## src/rtl/chs_pkg.sv

```systemverilog
// Shared types and constants of the chained hash-set engine.
// No dependencies; used by every module of the block.
package chs_pkg;

  // Default sizing
  localparam int ChsKeyBytes      = 8;
  localparam int ChsMaxBucketBits = 10;
  localparam int ChsPoolEntries   = 1024;

  // Port widths
  localparam int KeyW     = 64;
  localparam int CfgDataW = 4;
  localparam int CfgIdxW  = 1;

  // DJB2-xor hash constants
  localparam logic [31:0] HashStart = 32'd5381;
  localparam int          HashShift = 5;

  // Register reset values
  localparam logic [CfgDataW-1:0] KeyLenReset  = 4'd8;
  localparam logic [CfgDataW-1:0] BktBitsReset = 4'd10;

  typedef enum logic [CfgIdxW-1:0] {
    CFG_KEY_LENGTH  = 1'b0,
    CFG_BUCKET_BITS = 1'b1
  } cfg_reg_e;

  typedef enum logic {
    REQ_INSERT = 1'b0,
    REQ_QUERY  = 1'b1
  } req_e;

  typedef enum logic [3:0] {
    S_CLEAR,
    S_IDLE,
    S_HASH,
    S_HEAD,
    S_CMP,
    S_NEW,
    S_LINK,
    S_DONE
  } state_e;

  // Write enables from the sequencer to the table memories
  typedef struct packed {
    logic head_we;
    logic key_we;
    logic link_we;
  } mem_we_t;

endpackage

```

## src/rtl/chs_hash.sv

```systemverilog
// Iterative DJB2-xor hash unit: one key byte per cycle.
// Depends on chs_pkg for the hash constants.
module chs_hash #(
  parameter int KEY_BYTES   = chs_pkg::ChsKeyBytes,
  parameter int BUCKET_BITS = chs_pkg::ChsMaxBucketBits,
  localparam int KW  = 8 * KEY_BYTES,
  localparam int NBW = $clog2(KEY_BYTES + 1)
) (
  input  logic                   clk_i,
  input  logic                   rst_ni,
  input  logic                   start_i,
  input  logic [KW-1:0]          key_i,
  input  logic [NBW-1:0]         nbytes_i,
  output logic                   done_o,
  output logic [BUCKET_BITS-1:0] hash_o
);

  logic [KW-1:0]          key_q, key_d;
  logic [NBW-1:0]         cnt_q, cnt_d;
  logic [BUCKET_BITS-1:0] h_q, h_d;
  logic [31:0]            h_ext;
  logic [31:0]            h_mul;
  logic [31:0]            h_nxt;

  // Only the low bucket bits of the hash matter: h*33 and xor keep them closed
  always_comb begin
    h_ext = 32'(h_q);
    h_mul = (h_ext << chs_pkg::HashShift) + h_ext;
    h_nxt = h_mul ^ {24'd0, key_q[7:0]};
    key_d = key_q;
    cnt_d = cnt_q;
    h_d   = h_q;
    if (start_i) begin
      key_d = key_i;
      cnt_d = nbytes_i;
      h_d   = chs_pkg::HashStart[BUCKET_BITS-1:0];
    end else if (cnt_q != '0) begin
      key_d = key_q >> 8;
      cnt_d = cnt_q - 1'b1;
      h_d   = h_nxt[BUCKET_BITS-1:0];
    end
  end

  // Hold the byte counter under reset
  always_ff @(posedge clk_i or negedge rst_ni) begin
    if (!rst_ni) begin
      cnt_q <= '0;
    end else begin
      cnt_q <= cnt_d;
    end
  end

  // Advance the hash and the key shifter
  always_ff @(posedge clk_i) begin
    key_q <= key_d;
    h_q   <= h_d;
  end

  assign done_o = (cnt_q == '0);
  assign hash_o = h_q;

endmodule

```

## config.mk

```make
export PLATFORM = sky130hd
export DESIGN_NAME = chs_hash
export DESIGN_NICKNAME = d
export VERILOG_FILES = /design/src/rtl/chs_pkg.sv /design/src/rtl/chs_hash.sv
export SDC_FILE = /design/constraint.sdc
export NUM_CORES = 1
export LEC_CHECK = 0
export BUFFER_PORTS_ARGS = -buffer_cell sky130_fd_sc_hd__clkbuf_2
export CORE_ASPECT_RATIO = 0.8
export CORE_MARGIN = 8
export CORE_UTILIZATION = 60
export CTS_BUF_LIST = sky130_fd_sc_hd__clkbuf_2 sky130_fd_sc_hd__clkbuf_4 sky130_fd_sc_hd__clkbuf_8
export DETAILED_ROUTE_END_ITERATION = 12
export MAX_ROUTING_LAYER = met4
export PLACE_DENSITY = 0.87
export SYNTH_ARGS = -nofsm -noshare
export SYNTH_HDL_FRONTEND = slang
export SYNTH_SLANG_ARGS = --single-unit
```

## constraint.sdc

```tcl
create_clock -name clk_i -period 6.6 [get_ports clk_i]
set_input_delay 0.33 -clock clk_i [delete_from_list [all_inputs] [get_ports clk_i]]
set_output_delay 0.33 -clock clk_i [all_outputs]
set_load 0.005 [all_outputs]
```

==> flow_summary.ini <==
[power]
p_per_area_mw_per_mm2 = 310
p_leak_nw = 1.72
ir_drop_mv = 0.186

[sta]
tns_ns = 0
slew_headroom_pct = 40.2
clock.fmax_mhz = 408
tightest_slew_ns = 0.897
rsz0062_at_grt = false
maxSlewViolCount = 0
setup_violations = 0
fin_worst_skew_ns = 0.0104
period_needed_ns = 2.45
period_share_pct = 37.1
hold_viol = 0

[critical_path]
worst_ep_required_time_ns = 6.51
worstSetupPathType = reg2reg
worstPathArrival_ns = 2.36
ff2ff_setup_slack_ns = 4.15
reg2reg_to = key_q[31]
cp_max_fo = 64
worstReg2RegStart = cnt_q[0]
cp-start-kind = flop
crit_path_end_kind = flop
ff2ff_path_depth = 5

[worst_hold_path]
holdCritStartpoint = nbytes_i[1]
hold_end = cnt_q[1]
holdPathStages = 3
holdCritPathClass = in2reg

[outcome]
status = completed

[grt]
grt_usage_pct = 15.3
grt_max_degree = 82
overflow = 0
grt_pass1_wl_mm = 9.73
antenna_found_initial = 0
first_global_vias = 2209

[route]
drc_errors = 0
firstDrtPassIters = 4
wire_per_inst_um = 15.3
vias_per_cell = 5.14
first_iter_violations = 87
vias = 1980
routed_wl_mm = 5.88
ant_nets = 0

[finish]
diodes = 0
final_cell_mix = clkbuf_2 (80), edfxtp_1 (64), mux2_2 (58), dfxtp_1 (10), clkbuf_8 (9)
fillCellCount = 401
layout_commonest_cell = clkbuf_2
finalInstanceArea_mm2 = 0.00408
areaGrowthSynthToFinish_pct = 17.9
drive_gt1_share_pct = 51.5
nNetsFinal = 379

[synth]
synth-edff-count = 64
synthSimpleGateAreaFrac_pct = 4.95
yosysSeqAreaShare_pct = 64.2
avgSynthCellArea_um2 = 15.4
yosys_warnings = 0
synth_fa_ha_area_share_pct = 2.39
synthMuxAreaShare_pct = 18.9
synth_nets = 302
synth_cell_types = 34
synth_top_family_by_area = multiplexers
syn_inst = 225
synth-main-ff-cell = edfxtp_1
synth_xor_area_share_pct = 2.28
mappedNetlistArea_mm2 = 0.00346
synth-seq-cells = 78
synth_compound_area_share_pct = 3.51
synthArstFlopShare_pct = 5.13

[cts]
cts_buffers = 9
cts.sinks = 78
clockBufferDepth = 2
cts-root-buf = clkbuf_8
h-tree-depth = 3
postCtsSetupBuffers = 0
post_cts_resize_count = 0
clk_pin_slew_worst_paths_ns = 0.07
cts_hold_buf = 1
clk_latency_ns = 0.34
cts_tree = yes

[die]
core_area_mm2 = 0.00553
ios = 82
rows = 24
dieArea_mm2 = 0.00847
dieWidth_um = 101
die_y_um = 83.9
initial_core_util_pct = 62.7

[placed_design]
place_area_mm2 = 0.00387
place_congestion = 0.792
portBuffers = 81
dp_hpwl_mm = 4.21

[run]
drv_cap = 0
cells by family (layout without fill, tap and decap cells):
| kind of cell | after synthesis | count (layout) |
|---|---|---|
| multiplexers | 58 | 58 |
| buffers and inverters | 23 | 105 |
| AND/OR/NAND/NOR | 31 | 31 |
| XOR/XNOR | 9 | 9 |
| AO/OA/AOI/OAI | 20 | 20 |
| adder cells (fa/ha/maj) | 6 | 6 |
| flip-flops | 78 | 78 |
worst max-delay path, cell delays in order (launching register included):
cell      delay (ns)
dfrtp_1         0.39
inv_1           0.10
ha_1            0.21
or3b_1          0.65
inv_6           0.18
nand2b_4        0.44
worst max path at each step:
stage	startpoint	to	slack, ns	cells past startpoint
floorplan	cnt_q[0]	key_q[0]	3.66	6
global placement	cnt_q[0]	key_q[56]	4.24	5
detailed placement	cnt_q[0]	key_q[62]	4.14	5
CTS	cnt_q[0]	key_q[5]	4.13	5
global route	cnt_q[0]	key_q[24]	3.99	5
finish	cnt_q[0]	key_q[31]	4.15	5
power by group:
| group | switching (mW) | internal (mW) | leakage (nW) | total (mW) |
|---|---|---|---|---|
| Combinational | 0.116 | 0.134 | 0.813 | 0.249 |
| Clock | 0.170 | 0.175 | 0.0931 | 0.345 |
| Sequential | 0.0376 | 0.633 | 0.818 | 0.671 |
| Total | 0.323 | 0.942 | 1.72 | 1.26 |
state kept, by name (all words and copies together) (netlist names):
register,count
hash_o,10
key_q,64
cnt_q,4
layout make-up:
cell class	instances	area [um^2]	area share [%]
flip-flops and latches	78	2220	54.4
clock buffers	9	124	3.03
inverters	7	31.3	0.766
well taps	78	97.6	2.39
repair buffers	82	418	10.2
clock inverters	7	75.1	1.84
multi-input cells	124	1110	27.3
cells in the mapped netlist (2+ instances only):
cell	count	area, um^2
xnor2_1	6	52.6
inv_1	6	22.5
a211oi_1	2	15.0
nand3_1	2	10.0
nand2_1	7	26.3
a21oi_1	7	35.0
nor2_1	4	15.0
edfxtp_1	64	1920
buf_4	5	37.5
o21bai_1	2	15.0
mux2_2	58	653
buf_2	6	30.0
dfrtp_1	4	100
and2_1	8	50.1
o21ai_0	4	20.0
a21o_1	3	22.5
xor2_1	3	26.3
buf_6	2	22.5
clkbuf_1	3	11.3
ha_1	5	62.6
and3_1	2	12.5
dfxtp_1	10	200
per-layer routing:
layer	routed length, um	track usage, %
met5	0	-
met4	93	5.40
met3	345	5.83
met2	2940	24.7
met1	2500	16.9
per-stage QoR:
stage	cells	hold slack (ns)	total power, mW	worst slack [ns]	utilization [%]
5_1_grt	385	0.211	1.34	3.99	73.9
2_1_floorplan	225	0.0344	0.862	3.66	-
6_report	385	0.217	1.26	4.15	73.9
4_1_cts	385	0.203	1.28	4.13	73.9
3_3_place_gp	368	0.138	0.914	4.24	70.1
3_5_place_dp	368	0.142	0.935	4.14	70.1
Power figures use the tool's default switching activity.
