===== src/rtl/chs_pkg.sv =====
// Shared types and constants of the chained hash-set engine.
// No dependencies; used by every module of the block.
package chs_pkg;

  // Default sizing
  localparam int ChsKeyBytes      = 8;
  localparam int ChsMaxBucketBits = 10;
  localparam int ChsPoolEntries   = 1024;

  // Port widths
  localparam int KeyW     = 64;
  localparam int CfgDataW = 4;
  localparam int CfgIdxW  = 1;

  // DJB2-xor hash constants
  localparam logic [31:0] HashStart = 32'd5381;
  localparam int          HashShift = 5;

  // Register reset values
  localparam logic [CfgDataW-1:0] KeyLenReset  = 4'd8;
  localparam logic [CfgDataW-1:0] BktBitsReset = 4'd10;

  typedef enum logic [CfgIdxW-1:0] {
    CFG_KEY_LENGTH  = 1'b0,
    CFG_BUCKET_BITS = 1'b1
  } cfg_reg_e;

  typedef enum logic {
    REQ_INSERT = 1'b0,
    REQ_QUERY  = 1'b1
  } req_e;

  typedef enum logic [3:0] {
    S_CLEAR,
    S_IDLE,
    S_HASH,
    S_HEAD,
    S_CMP,
    S_NEW,
    S_LINK,
    S_DONE
  } state_e;

  // Write enables from the sequencer to the table memories
  typedef struct packed {
    logic head_we;
    logic key_we;
    logic link_we;
  } mem_we_t;

endpackage


===== src/rtl/chs_ctrl.sv =====
// Sequencer: configuration, head clearing, chain walk, insert and result register.
// Depends on chs_pkg for states, codes and the write-enable struct.
module chs_ctrl #(
  parameter int KEY_BYTES    = chs_pkg::ChsKeyBytes,
  parameter int BUCKET_BITS  = chs_pkg::ChsMaxBucketBits,
  parameter int POOL_ENTRIES = chs_pkg::ChsPoolEntries,
  localparam int KW  = 8 * KEY_BYTES,
  localparam int NBW = $clog2(KEY_BYTES + 1),
  localparam int IW  = (POOL_ENTRIES > 1) ? $clog2(POOL_ENTRIES) : 1,
  localparam int CW  = $clog2(POOL_ENTRIES + 1)
) (
  input  logic                           clk_i,
  input  logic                           rst_ni,
  input  logic                           in_valid_i,
  output logic                           in_ready_o,
  input  logic                           req_type_i,
  input  logic [KW-1:0]                  key_i,
  output logic                           out_valid_o,
  input  logic                           out_ready_i,
  output logic                           found_o,
  output logic                           inserted_o,
  output logic                           pool_full_o,
  input  logic                           cfg_we_i,
  input  logic [chs_pkg::CfgIdxW-1:0]    cfg_idx_i,
  input  logic [chs_pkg::CfgDataW-1:0]   cfg_data_i,
  output logic                           hash_start_o,
  output logic [NBW-1:0]                 hash_nbytes_o,
  input  logic                           hash_done_i,
  input  logic [BUCKET_BITS-1:0]         hash_i,
  output chs_pkg::mem_we_t               mem_we_o,
  output logic [BUCKET_BITS-1:0]         head_waddr_o,
  output logic [IW:0]                    head_wdata_o,
  output logic [BUCKET_BITS-1:0]         head_raddr_o,
  input  logic [IW:0]                    head_rdata_i,
  output logic [IW-1:0]                  ent_waddr_o,
  output logic [KW-1:0]                  key_wdata_o,
  output logic [IW:0]                    link_wdata_o,
  output logic [IW-1:0]                  ent_raddr_o,
  input  logic [KW-1:0]                  key_rdata_i,
  input  logic [IW:0]                    link_rdata_i
);

  chs_pkg::state_e              state_q, state_d;
  logic [chs_pkg::CfgDataW-1:0] key_len_q, key_len_d;
  logic [chs_pkg::CfgDataW-1:0] bkt_bits_q, bkt_bits_d;
  logic [BUCKET_BITS-1:0]       clr_cnt_q, clr_cnt_d;
  logic [CW-1:0]                used_q, used_d;
  logic                         out_valid_q, out_valid_d;

  chs_pkg::req_e                req_q, req_d;
  logic [KW-1:0]                key_q, key_d;
  logic [NBW-1:0]               nb_q, nb_d;
  logic [BUCKET_BITS-1:0]       bucket_q, bucket_d;
  logic [IW-1:0]                cur_q, cur_d;
  logic                         tail_q, tail_d;
  logic                         found_q, found_d;
  logic                         ins_q, ins_d;
  logic                         full_q, full_d;
  logic                         out_found_q, out_found_d;
  logic                         out_ins_q, out_ins_d;
  logic                         out_full_q, out_full_d;

  logic [NBW-1:0]               nb_eff;
  logic [chs_pkg::CfgDataW:0]   bb_eff;
  logic [BUCKET_BITS-1:0]       bmask;
  logic [KW-1:0]                kmask;
  logic                         match;
  logic [IW-1:0]                used_idx;

  // Saturate the key length into 1..KEY_BYTES
  always_comb begin
    if (key_len_q == '0) begin
      nb_eff = NBW'(1);
    end else if (key_len_q > chs_pkg::CfgDataW'(KEY_BYTES)) begin
      nb_eff = NBW'(KEY_BYTES);
    end else begin
      nb_eff = key_len_q[NBW-1:0];
    end
  end

  // Saturate the bucket bits into 1..BUCKET_BITS and build the index mask
  always_comb begin
    if (bkt_bits_q == '0) begin
      bb_eff = (chs_pkg::CfgDataW+1)'(1);
    end else if ({1'b0, bkt_bits_q} > (chs_pkg::CfgDataW+1)'(BUCKET_BITS)) begin
      bb_eff = (chs_pkg::CfgDataW+1)'(BUCKET_BITS);
    end else begin
      bb_eff = {1'b0, bkt_bits_q};
    end
    for (int i = 0; i < BUCKET_BITS; i++) begin
      bmask[i] = (i < int'(bb_eff));
    end
  end

  // Byte mask for the key compare
  always_comb begin
    for (int b = 0; b < KEY_BYTES; b++) begin
      kmask[8*b +: 8] = {8{(b < int'(nb_q))}};
    end
  end

  assign match    = ~|((key_rdata_i ^ key_q) & kmask);
  assign used_idx = used_q[IW-1:0];

  // Configuration writes
  always_comb begin
    key_len_d  = key_len_q;
    bkt_bits_d = bkt_bits_q;
    if (cfg_we_i) begin
      unique case (chs_pkg::cfg_reg_e'(cfg_idx_i))
        chs_pkg::CFG_KEY_LENGTH:  key_len_d  = cfg_data_i;
        chs_pkg::CFG_BUCKET_BITS: bkt_bits_d = cfg_data_i;
      endcase
    end
  end

  // Next state, memory requests and result
  always_comb begin
    state_d      = state_q;
    clr_cnt_d    = clr_cnt_q;
    used_d       = used_q;
    req_d        = req_q;
    key_d        = key_q;
    nb_d         = nb_q;
    bucket_d     = bucket_q;
    cur_d        = cur_q;
    tail_d       = tail_q;
    found_d      = found_q;
    ins_d        = ins_q;
    full_d       = full_q;
    out_found_d  = out_found_q;
    out_ins_d    = out_ins_q;
    out_full_d   = out_full_q;
    out_valid_d  = out_valid_q & ~out_ready_i;
    hash_start_o = 1'b0;
    mem_we_o     = '0;
    head_waddr_o = bucket_q;
    head_wdata_o = {1'b1, used_idx};
    head_raddr_o = hash_i & bmask;
    ent_waddr_o  = used_idx;
    key_wdata_o  = key_q;
    link_wdata_o = '0;
    ent_raddr_o  = cur_q;

    unique case (state_q)
      // Sweep all bucket heads to invalid after reset
      chs_pkg::S_CLEAR: begin
        mem_we_o.head_we = 1'b1;
        head_waddr_o     = clr_cnt_q;
        head_wdata_o     = '0;
        clr_cnt_d        = clr_cnt_q + 1'b1;
        if (clr_cnt_q == '1) begin
          state_d = chs_pkg::S_IDLE;
        end
      end
      // Take a transaction and start the hash
      chs_pkg::S_IDLE: begin
        if (in_valid_i) begin
          req_d        = chs_pkg::req_e'(req_type_i);
          key_d        = key_i;
          nb_d         = nb_eff;
          tail_d       = 1'b0;
          found_d      = 1'b0;
          ins_d        = 1'b0;
          full_d       = 1'b0;
          hash_start_o = 1'b1;
          state_d      = chs_pkg::S_HASH;
        end
      end
      // Wait for the hash, read the bucket head
      chs_pkg::S_HASH: begin
        if (hash_done_i) begin
          bucket_d = hash_i & bmask;
          state_d  = chs_pkg::S_HEAD;
        end
      end
      // Empty bucket ends the walk, otherwise fetch the first entry
      chs_pkg::S_HEAD: begin
        if (head_rdata_i[IW]) begin
          cur_d       = head_rdata_i[IW-1:0];
          ent_raddr_o = head_rdata_i[IW-1:0];
          tail_d      = 1'b1;
          state_d     = chs_pkg::S_CMP;
        end else if (req_q == chs_pkg::REQ_INSERT) begin
          state_d = chs_pkg::S_NEW;
        end else begin
          state_d = chs_pkg::S_DONE;
        end
      end
      // Compare one entry per cycle and follow the link
      chs_pkg::S_CMP: begin
        if (match) begin
          found_d = 1'b1;
          state_d = chs_pkg::S_DONE;
        end else if (link_rdata_i[IW]) begin
          cur_d       = link_rdata_i[IW-1:0];
          ent_raddr_o = link_rdata_i[IW-1:0];
        end else if (req_q == chs_pkg::REQ_INSERT) begin
          state_d = chs_pkg::S_NEW;
        end else begin
          state_d = chs_pkg::S_DONE;
        end
      end
      // Write the new entry, or flag an exhausted pool
      chs_pkg::S_NEW: begin
        if (used_q == CW'(POOL_ENTRIES)) begin
          full_d  = 1'b1;
          state_d = chs_pkg::S_DONE;
        end else begin
          mem_we_o.key_we  = 1'b1;
          mem_we_o.link_we = 1'b1;
          state_d          = chs_pkg::S_LINK;
        end
      end
      // Hook the new entry onto the tail, or make it the head
      chs_pkg::S_LINK: begin
        if (tail_q) begin
          mem_we_o.link_we = 1'b1;
          ent_waddr_o      = cur_q;
          link_wdata_o     = {1'b1, used_idx};
        end else begin
          mem_we_o.head_we = 1'b1;
        end
        used_d  = used_q + 1'b1;
        ins_d   = 1'b1;
        state_d = chs_pkg::S_DONE;
      end
      // Load the result register once it is free
      chs_pkg::S_DONE: begin
        if (!out_valid_q || out_ready_i) begin
          out_found_d = found_q;
          out_ins_d   = ins_q;
          out_full_d  = full_q;
          out_valid_d = 1'b1;
          state_d     = chs_pkg::S_IDLE;
        end
      end
      default: begin
        state_d = chs_pkg::S_IDLE;
      end
    endcase
  end

  // Control state
  always_ff @(posedge clk_i or negedge rst_ni) begin
    if (!rst_ni) begin
      state_q     <= chs_pkg::S_CLEAR;
      key_len_q   <= chs_pkg::KeyLenReset;
      bkt_bits_q  <= chs_pkg::BktBitsReset;
      clr_cnt_q   <= '0;
      used_q      <= '0;
      out_valid_q <= 1'b0;
    end else begin
      state_q     <= state_d;
      key_len_q   <= key_len_d;
      bkt_bits_q  <= bkt_bits_d;
      clr_cnt_q   <= clr_cnt_d;
      used_q      <= used_d;
      out_valid_q <= out_valid_d;
    end
  end

  // Per-transaction payload
  always_ff @(posedge clk_i) begin
    req_q       <= req_d;
    key_q       <= key_d;
    nb_q        <= nb_d;
    bucket_q    <= bucket_d;
    cur_q       <= cur_d;
    tail_q      <= tail_d;
    found_q     <= found_d;
    ins_q       <= ins_d;
    full_q      <= full_d;
    out_found_q <= out_found_d;
    out_ins_q   <= out_ins_d;
    out_full_q  <= out_full_d;
  end

  assign in_ready_o    = (state_q == chs_pkg::S_IDLE);
  assign hash_nbytes_o = nb_eff;
  assign out_valid_o   = out_valid_q;
  assign found_o       = out_found_q;
  assign inserted_o    = out_ins_q;
  assign pool_full_o   = out_full_q;

endmodule


===== config.mk =====
export PLATFORM = sky130hd
export DESIGN_NAME = chs_ctrl
export DESIGN_NICKNAME = d
export VERILOG_FILES = /design/src/rtl/chs_pkg.sv /design/src/rtl/chs_ctrl.sv
export SDC_FILE = /design/constraint.sdc
export NUM_CORES = 1
export LEC_CHECK = 0
export BUFFER_PORTS_ARGS = -buffer_cell sky130_fd_sc_hd__buf_2
export CAP_MARGIN = 30
export CELL_PAD_IN_SITES_DETAIL_PLACEMENT = 1
export CELL_PAD_IN_SITES_GLOBAL_PLACEMENT = 1
export CORE_MARGIN = 2
export CORE_UTILIZATION = 37
export CTS_BUF_LIST = sky130_fd_sc_hd__clkbuf_16
export DETAILED_ROUTE_END_ITERATION = 8
export PLACE_DENSITY_LB_ADDON = 0.1
export SETUP_SLACK_MARGIN = 0.02
export SYNTH_ARGS = -nofsm -noshare
export SYNTH_HDL_FRONTEND = slang
export SYNTH_SLANG_ARGS = --single-unit

===== constraint.sdc =====
create_clock -name clk_i -period 8.3 [get_ports clk_i]
set_clock_uncertainty 0.05 [all_clocks]
set_input_delay 0.83 -clock clk_i [delete_from_list [all_inputs] [get_ports clk_i]]
set_output_delay 0.83 -clock clk_i [all_outputs]
set_load 0.05 [all_outputs]

==> results of run 1 <==
[through the flow]
step / instances / power (mW) / area [um^2] / hold slack [ns]
after floorplan: 510 / 0.777 / 6000 / 0.350
after global placement: 1013 / 0.837 / 7740 / 0.352
after detailed placement: 1013 / 0.842 / 7740 / 0.362
after CTS: 1045 / 1.57 / 8310 / 0.380
after global routing: 1045 / 1.61 / 8310 / 0.394
final: 1045 / 1.55 / 8310 / 0.375
[per-layer routing]
metal / global-route usage [%] / up-vias
li1: - / 2443
met1: 26.2 / 2492
met3: 8.02 / 27
met2: 40.5 / 231
met4: 6.70 / 4
met5: 0 / -
[synthesized netlist by cell type (2+ instances only)]
cell / n / area share, %
ha_1: 3 / 0.63
nand4_1: 13 / 1.4
xnor2_1: 55 / 8.0
mux2_2: 8 / 1.5
edfxtp_1: 86 / 43
a211oi_1: 2 / 0.25
inv_1: 9 / 0.56
and4_1: 2 / 0.29
nand3_1: 10 / 0.83
nor4_1: 7 / 0.73
o21ai_0: 9 / 0.75
dfrtp_1: 30 / 13
a21oi_1: 10 / 0.83
buf_2: 2 / 0.17
a31oi_1: 2 / 0.21
nor2_1: 18 / 1.1
o311ai_0: 9 / 1.3
and2_1: 10 / 1.0
o21a_1: 4 / 0.50
nand3b_1: 2 / 0.25
dfxtp_1: 10 / 3.3
clkbuf_1: 23 / 1.4
o22ai_1: 2 / 0.21
dfstp_2: 3 / 1.3
nand2_1: 84 / 5.3
or3_1: 2 / 0.21
o211ai_1: 11 / 1.4
a22oi_1: 10 / 1.3
nor2b_1: 9 / 0.94
xor2_1: 28 / 4.1
and3_1: 12 / 1.3
nand2b_1: 3 / 0.31
[worst paths after layout]
kind / slack (ns) / end / from
worst max-delay path: 4.09 / ent_raddr_o[0] / key_rdata_i[25]
min in group asynchronous: 0.46 / used_q[3] / rst_ni
worst min register to register: 0.38 / pool_full_o / full_q
max in group asynchronous: 7.23 / clr_cnt_q[4] / rst_ni
worst min-delay path: 0.38 / pool_full_o / full_q
worst max register to register: 5.54 / found_q / key_wdata_o[25]
[state kept, by name (all words and copies together) (netlist names), 3 cells and up]
name / cells
key_len_q: 4
bucket_q: 10
used_q: 11
state_q: 3
cur_q: 10
bkt_bits_q: 4
clr_cnt_q: 10
nb_q: 4
key_wdata_o: 64
[cell families after synthesis]
group                    after synthesis  share of synthesized area, %
XOR/XNOR                              83                          12.1
AND/OR/NAND/NOR                      181                          14.8
flip-flops                           129                          60.2
AO/OA/AOI/OAI                         71                          8.38
buffers and inverters                 35                          2.36
multiplexers                           8                          1.50
adder cells (fa/ha/maj)                3                         0.625
[cell usage in the layout, fill, tap and decap left out, types with 10 or more instances in the layout]
cell and instances:
nand4_1 13, dfxtp_1 10, nor2_1 18, inv_1 12, nand3_1 10, o211ai_1 11
a22oi_1 10, nand2_1 84, edfxtp_1 86, and3_1 12, and2_1 10, xnor2_1 55
xor2_1 28, clkbuf_16 17, buf_2 310, dfrtp_1 30, a21oi_1 10
[report_power, final]
part / internal (mW) / switching [mW]
sequential: 0.696 / 0.00995
clock: 0.460 / 0.263
combinational: 0.0539 / 0.0683
[area by class of cell]
type,instances,area (um^2),area share [%]
tap,216,270,3.25
timing repair buffer,313,1570,18.9
clock inverter,15,138,1.66
multi-input combinational,346,2250,27.1
clock buffer,17,425,5.12
sequential,129,3610,43.5
inverter,9,33.8,0.407
==> out/qor.yml, run 1 <==
die:
  fp.dieH_um: 131
  io_pins: 311
  rows: 46
  die_area_um2: 17300
  die_w_um: 131
  core-area_um2: 15900
  start_util_pct: 37.8
placed_design:
  globalplace.congestion: 0.895
  hpwlAfterDp_um: 15600
  io_buffer_count: 310
  dpl_worst_slack_ns: 4.03
clocking:
  clk_latency_ns: 0.41
  cts.sinks: 129
  cts_resized: 0
  cts_made_buffers: 17
  cts_tree: "yes"
  cts_setup_buffers: 0
  cts.clk_slew.worst_paths_ns: 0.05
  h-tree-depth: 4
  cts_root_buf: "clkbuf_16"
  clock_path_buffers: 2
  hold_buffers: 0
critical_path:
  crit_cells: 8
  crit_path_end_kind: "output pin"
  cp_num_buf_inv: 2
  cp_data_required_time_ns: 7.42
  rr_worst_depth: 6
  cp_top_family: "simple AND/OR/NAND/NOR gates"
  path_cells: "buf_2, xnor2_1, nand4_1, o41ai_1, nand3_1, or3_4, o211ai_1, buf_2"
  worstSetupPathType: "input pin to output pin"
  path_max_fanout: 13
  cp_slowest_cell: "or3_4"
  arrival_ns: 3.33
  start_kind: "input pin"
  crit_path_frequent_cell: "buf_2"
  max_stage_delay_ns: 0.59
route:
  drtIter0Drc: 187
  drt_pass1_iterations: 4
  ant_nets: 0
  routed_wl_um: 19700
  avgViaCountPerCell: 4.97
  wl_met3_um: 1480
  route.met2.wl_um: 10100
  top_layer_used: "met5"
  met1Wirelength_um: 7810
  vias: 5197
  wl_per_cell_um: 18.9
  drc: 0
yosys:
  syn_nets: 685
  postSynth.asyncResetShare_pct: 25.6
  avgSynthCellArea_um2: 11.8
  syn_area_um2: 6000
  synth_seq_cells: 129
  synth_edf_count: 86
  ys_warn_count: 0
  ys_types: 54
  synth_flop_cell: "edfxtp_1"
  seq_area_frac_synth_pct: 60.2
  synthCells: 510
timing:
  finalCritPeriodShare_pct: 50.8
  tightest_slew_ns: 0.928
  hold_violations: 0
  min_period_ns: 4.21
  max_slew_margin_pct: 38.1
  fin_ws_ns: 4.09
  slew_violations: 0
  rsz0062_at_grt: "false"
  setup_tns_ns: 0
  fmax_mhz: 237
  setup_viol: 0
power:
  p_per_area_nw_per_um2: 187
  p_leak_nw: 3.78
  max-vdd-ir-drop_uv: 133
layout:
  syn_to_final_growth_pct: 38.4
  drive_gt1_share_pct: 42.5
  fin_nets: 991
  n_antenna_cell: 0
  fillers: 1828
  utilization_pct: 52.3
grt:
  grt_overflow: 0
  grt_pass1_wl_um: 30700
  grt_pass1_vias: 5476
  grt_use_total_pct: 22.9
  grt_antenna_before_repair: 2
  grt_start_max_net_pins: 71
status:
  outcome: "complete, no violations"
job:
  cap_violations: 0
hold_path:
  hold_class: "flip-flop to flip-flop"
  min_path_cells: 0
Note: power is estimated with default switching activity, not from simulation.
==> run 2: changes to the inputs <==
--- a/config.mk
+++ b/config.mk
@@ -5,12 +5,13 @@
 export SDC_FILE = /design/constraint.sdc
 export NUM_CORES = 1
 export LEC_CHECK = 0
+export ABC_AREA = 1
 export BUFFER_PORTS_ARGS = -buffer_cell sky130_fd_sc_hd__buf_2
 export CAP_MARGIN = 30
 export CELL_PAD_IN_SITES_DETAIL_PLACEMENT = 1
 export CELL_PAD_IN_SITES_GLOBAL_PLACEMENT = 1
 export CORE_MARGIN = 2
-export CORE_UTILIZATION = 37
+export CORE_UTILIZATION = 33
 export CTS_BUF_LIST = sky130_fd_sc_hd__clkbuf_16
 export DETAILED_ROUTE_END_ITERATION = 8
 export PLACE_DENSITY_LB_ADDON = 0.1
==> constraint.sdc (replaced) <==
create_clock -name clk_i -period 4.1 [get_ports clk_i]
set_clock_uncertainty 0.05 [all_clocks]
set_input_delay 0.41 -clock clk_i [delete_from_list [all_inputs] [get_ports clk_i]]
set_output_delay 0.41 -clock clk_i [all_outputs]
set_load 0.05 [all_outputs]
==> run 2 against run 1 <==
  * The flow now finishes with violations (hold timing)
  * Sequential power increased to 2.6 times the previous value
  * Critical path depth is 6 higher
  * Setup slack got worse by 3.1 ns
  * Largest cell class unchanged
  * Clock-buffer cell count did not move
  * Global-route usage is 2.9 points lower
  * Clock power grew 120%
  * Total power increased to 3.6 times the previous value
  * Largest power group is now combinational cells
  * Final cell count up 40%
==> out/qor.yml, run 2 <==
clocking:
  clock_path_buffers: 2  # unchanged
  hold_buffers: 0  # unchanged
  cts_root_buf: "clkbuf_16"
  cts.clk_slew.worst_paths_ns: 0.07  # +0.02 ns
  clk_latency_ns: 0.42  # about the same
  h-tree-depth: 4  # unchanged
  cts_made_buffers: 17  # unchanged
  cts_tree: "yes"
  cts.sinks: 129  # unchanged
  cts_setup_buffers: 0  # unchanged
  cts_resized: 0  # unchanged
placed_design:
  place_area_um2: 8690  # +12%
  globalplace.congestion: 0.801  # -10%
  hpwlAfterDp_um: 17500  # +12%
  dp_cells: 1429  # +41%
  io_buffer_count: 310  # unchanged
route:
  drt_pass1_iterations: 8  # +4
  drc: 0  # unchanged
  drtIter0Drc: 263  # +41%
  ant_nets: 0  # unchanged
  vias: 6573  # +26%
  routed_wl_um: 22000  # +12%
  avgViaCountPerCell: 4.49  # -9.8%
  wl_per_cell_um: 15.0  # -20%
die:
  io_pins: 311  # unchanged
  core-area_um2: 20200  # +27%
  rows: 52  # +13%
  die_w_um: 148  # +12%
  start_util_pct: 33.6  # -4.1 points
  fp.dieH_um: 148  # +12%
  die_area_um2: 21800  # +26%
layout:
  syn_to_final_growth_pct: 36.7
  instances_no_fill: 1465  # +40%
  drive_gt1_share_pct: 31.0  # -11 points
  mostFrequentLayoutCells: "321 x nand2_1, 310 x buf_2, 163 x inv_1"
  layout_commonest_cell: "nand2_1"
  largest_reg_flops: 64  # unchanged
  design_area_um2: 9310  # +12%
  fin_nets: 1353  # +37%
yosys:
  synth_top_cell_by_area: "edfxtp_1"
  ys_warn_count: 0  # unchanged
  synth_area_leaders: "edfxtp_1 38%, nand2_1 18%, dfrtp_1 11%"
  syn_nets: 1034  # +51%
  synth_seq_cells: 129  # unchanged
  postSynth.asyncResetShare_pct: 25.6  # unchanged
  avgSynthCellArea_um2: 7.92  # -33%
  synthCells: 859  # +68%
  synth_common_cells: "321 x nand2_1, 163 x inv_1, 86 x edfxtp_1"
  seq_area_frac_synth_pct: 53.1  # -7.1 points
  ys_types: 35  # -35%
  synth_edf_count: 86  # unchanged
  synth_most_common_cell: "nand2_1"
  synth_top_area_share_pct: 37.9  # -5.1 points
  syn_area_um2: 6810  # +13%
  synth_flop_cell: "edfxtp_1"
critical_path:
  cp_data_required_time_ns: 3.64  # -3.78 ns
  arrival_ns: 2.69  # -0.64 ns
  max_stage_delay_ns: 0.39  # -0.20 ns
  cp_top_family: "simple AND/OR/NAND/NOR gates"
  start_kind: "flip-flop"
  path_cells: "xnor2_1, nand2_1, nor2_1, nand2_1, nand2_1, nand2_1, nor2_1, buf_4, nand2_1, nand2_1, nand2_1, nand2_1, nand3_1, buf_2"
  crit_path_end_kind: "output pin"
  worstSetupPathType: "flip-flop to output pin"
  cp_num_buf_inv: 2  # unchanged
  cp_slowest_cell: "edfxtp_1"
  crit_path_frequent_cell: "nand2_1"
  path_max_fanout: 13  # unchanged
grt:
  grt_pass1_vias: 6571  # +20%
  grt_antenna_before_repair: 5  # +3
  grt_start_max_net_pins: 34  # -52%
  grt_overflow: 0  # unchanged
  grt_pass1_wl_um: 34100  # +11%
  grt_use_total_pct: 20.0  # -2.9 points
power:
  max-vdd-ir-drop_uv: 507  # +280%
  total_power_mw: 5.52  # +260%
  p_leak_nw: 5.04  # +33%
  p_per_area_nw_per_um2: 593  # +220%
timing:
  hold_violations: 4  # +4
  rsz0062_at_grt: "false"
  slew_violations: 0  # unchanged
  tightest_slew_ns: 0.927  # -0.00167 ns
  finalCritPeriodShare_pct: 76.9
  setup_viol: 0  # unchanged
  setup_tns_ns: 0  # unchanged
  max_slew_margin_pct: 38.0  # -0.12 points
  finalHoldWorstSlack_ns: -0.00506  # -0.380 ns
  min_period_ns: 3.15
  fmax_mhz: 317
hold_path:
  hold_class: "input pin to asynchronous set/reset pin"
status:
  outcome: "finished with violations"
  violations: "hold timing"
job:
  cap_violations: 0  # unchanged
## run 2: final cells by class
cell class | count | area (um^2)
clock buffer | 17 | 425
antenna | 4 | 10.0
fill | 2580 | 10900
multi-input combinational | 544 | 2500
clock inverter | 15 | 181
sequential | 129 | 3610
inverter | 168 | 631
tap | 270 | 338
timing repair buffer | 318 | 1610
## run 2: path summary, 6_finish.rpt
path | slack [ns] | end | depth (start not counted) | from
worst min register to register | 0.37 | pool_full_o | 0 | full_q
max in group asynchronous | 3.49 | state_q[2] | 1 | rst_ni
worst max-delay path | 0.95 | ent_raddr_o[2] | 14 | key_wdata_o[61]
worst max register to register | 1.79 | found_q | 10 | key_wdata_o[61]
worst min-delay path | -0.005 | used_q[10] | 1 | rst_ni
min in group clk_i | 0.11 | key_wdata_o[58] | 1 | key_i[58]
## run 2: metrics by stage
stage          worst slack [ns]  util [%]
6_report                  0.946      46.0
5_1_grt                   0.683      46.0
4_1_cts                   0.852      45.9
3_5_place_dp               1.26      43.0
3_3_place_gp               1.30      43.0
2_1_floorplan             0.611         -
## run 2: kinds of logic after synthesis
group,count (synthesis),synth area share (%)
buffers and inverters,186,10.3
DFF,129,53.1
xor gates and xnor gates,31,3.99
and+or+nand+nor,440,26.3
adders and majority gates,3,0.552
AOI/OAI and AO/OA,70,5.79
## run 2: worst register-to-register path: cells and delay by family, from the launching register on
family                    cells  cell delay (ns)
AOI/OAI and AO/OA             1             0.28
DFF                           1             0.39
and+or+nand+nor               7             0.85
xor gates and xnor gates      1             0.23
buffers and inverters         1             0.19
## run 2: power by group
part           internal [mW]  switching [mW]  total [mW]
clock                  0.962           0.618        1.58
combinational          0.497            1.62        2.12
sequential              1.64           0.187        1.82
total                   3.10            2.42        5.52
## run 2: layer usage
| metal | global-route usage (%) | vias up | part of all wire, % |
|---|---|---|---|
| li1 | - | 3281 | - |
| met1 | 23.6 | 3062 | 40 |
| met2 | 35.7 | 203 | 51 |
| met3 | 4.69 | 25 | 6.6 |
| met4 | 7.07 | 2 | 2.0 |
| met5 | 0 | - | 0.082 |
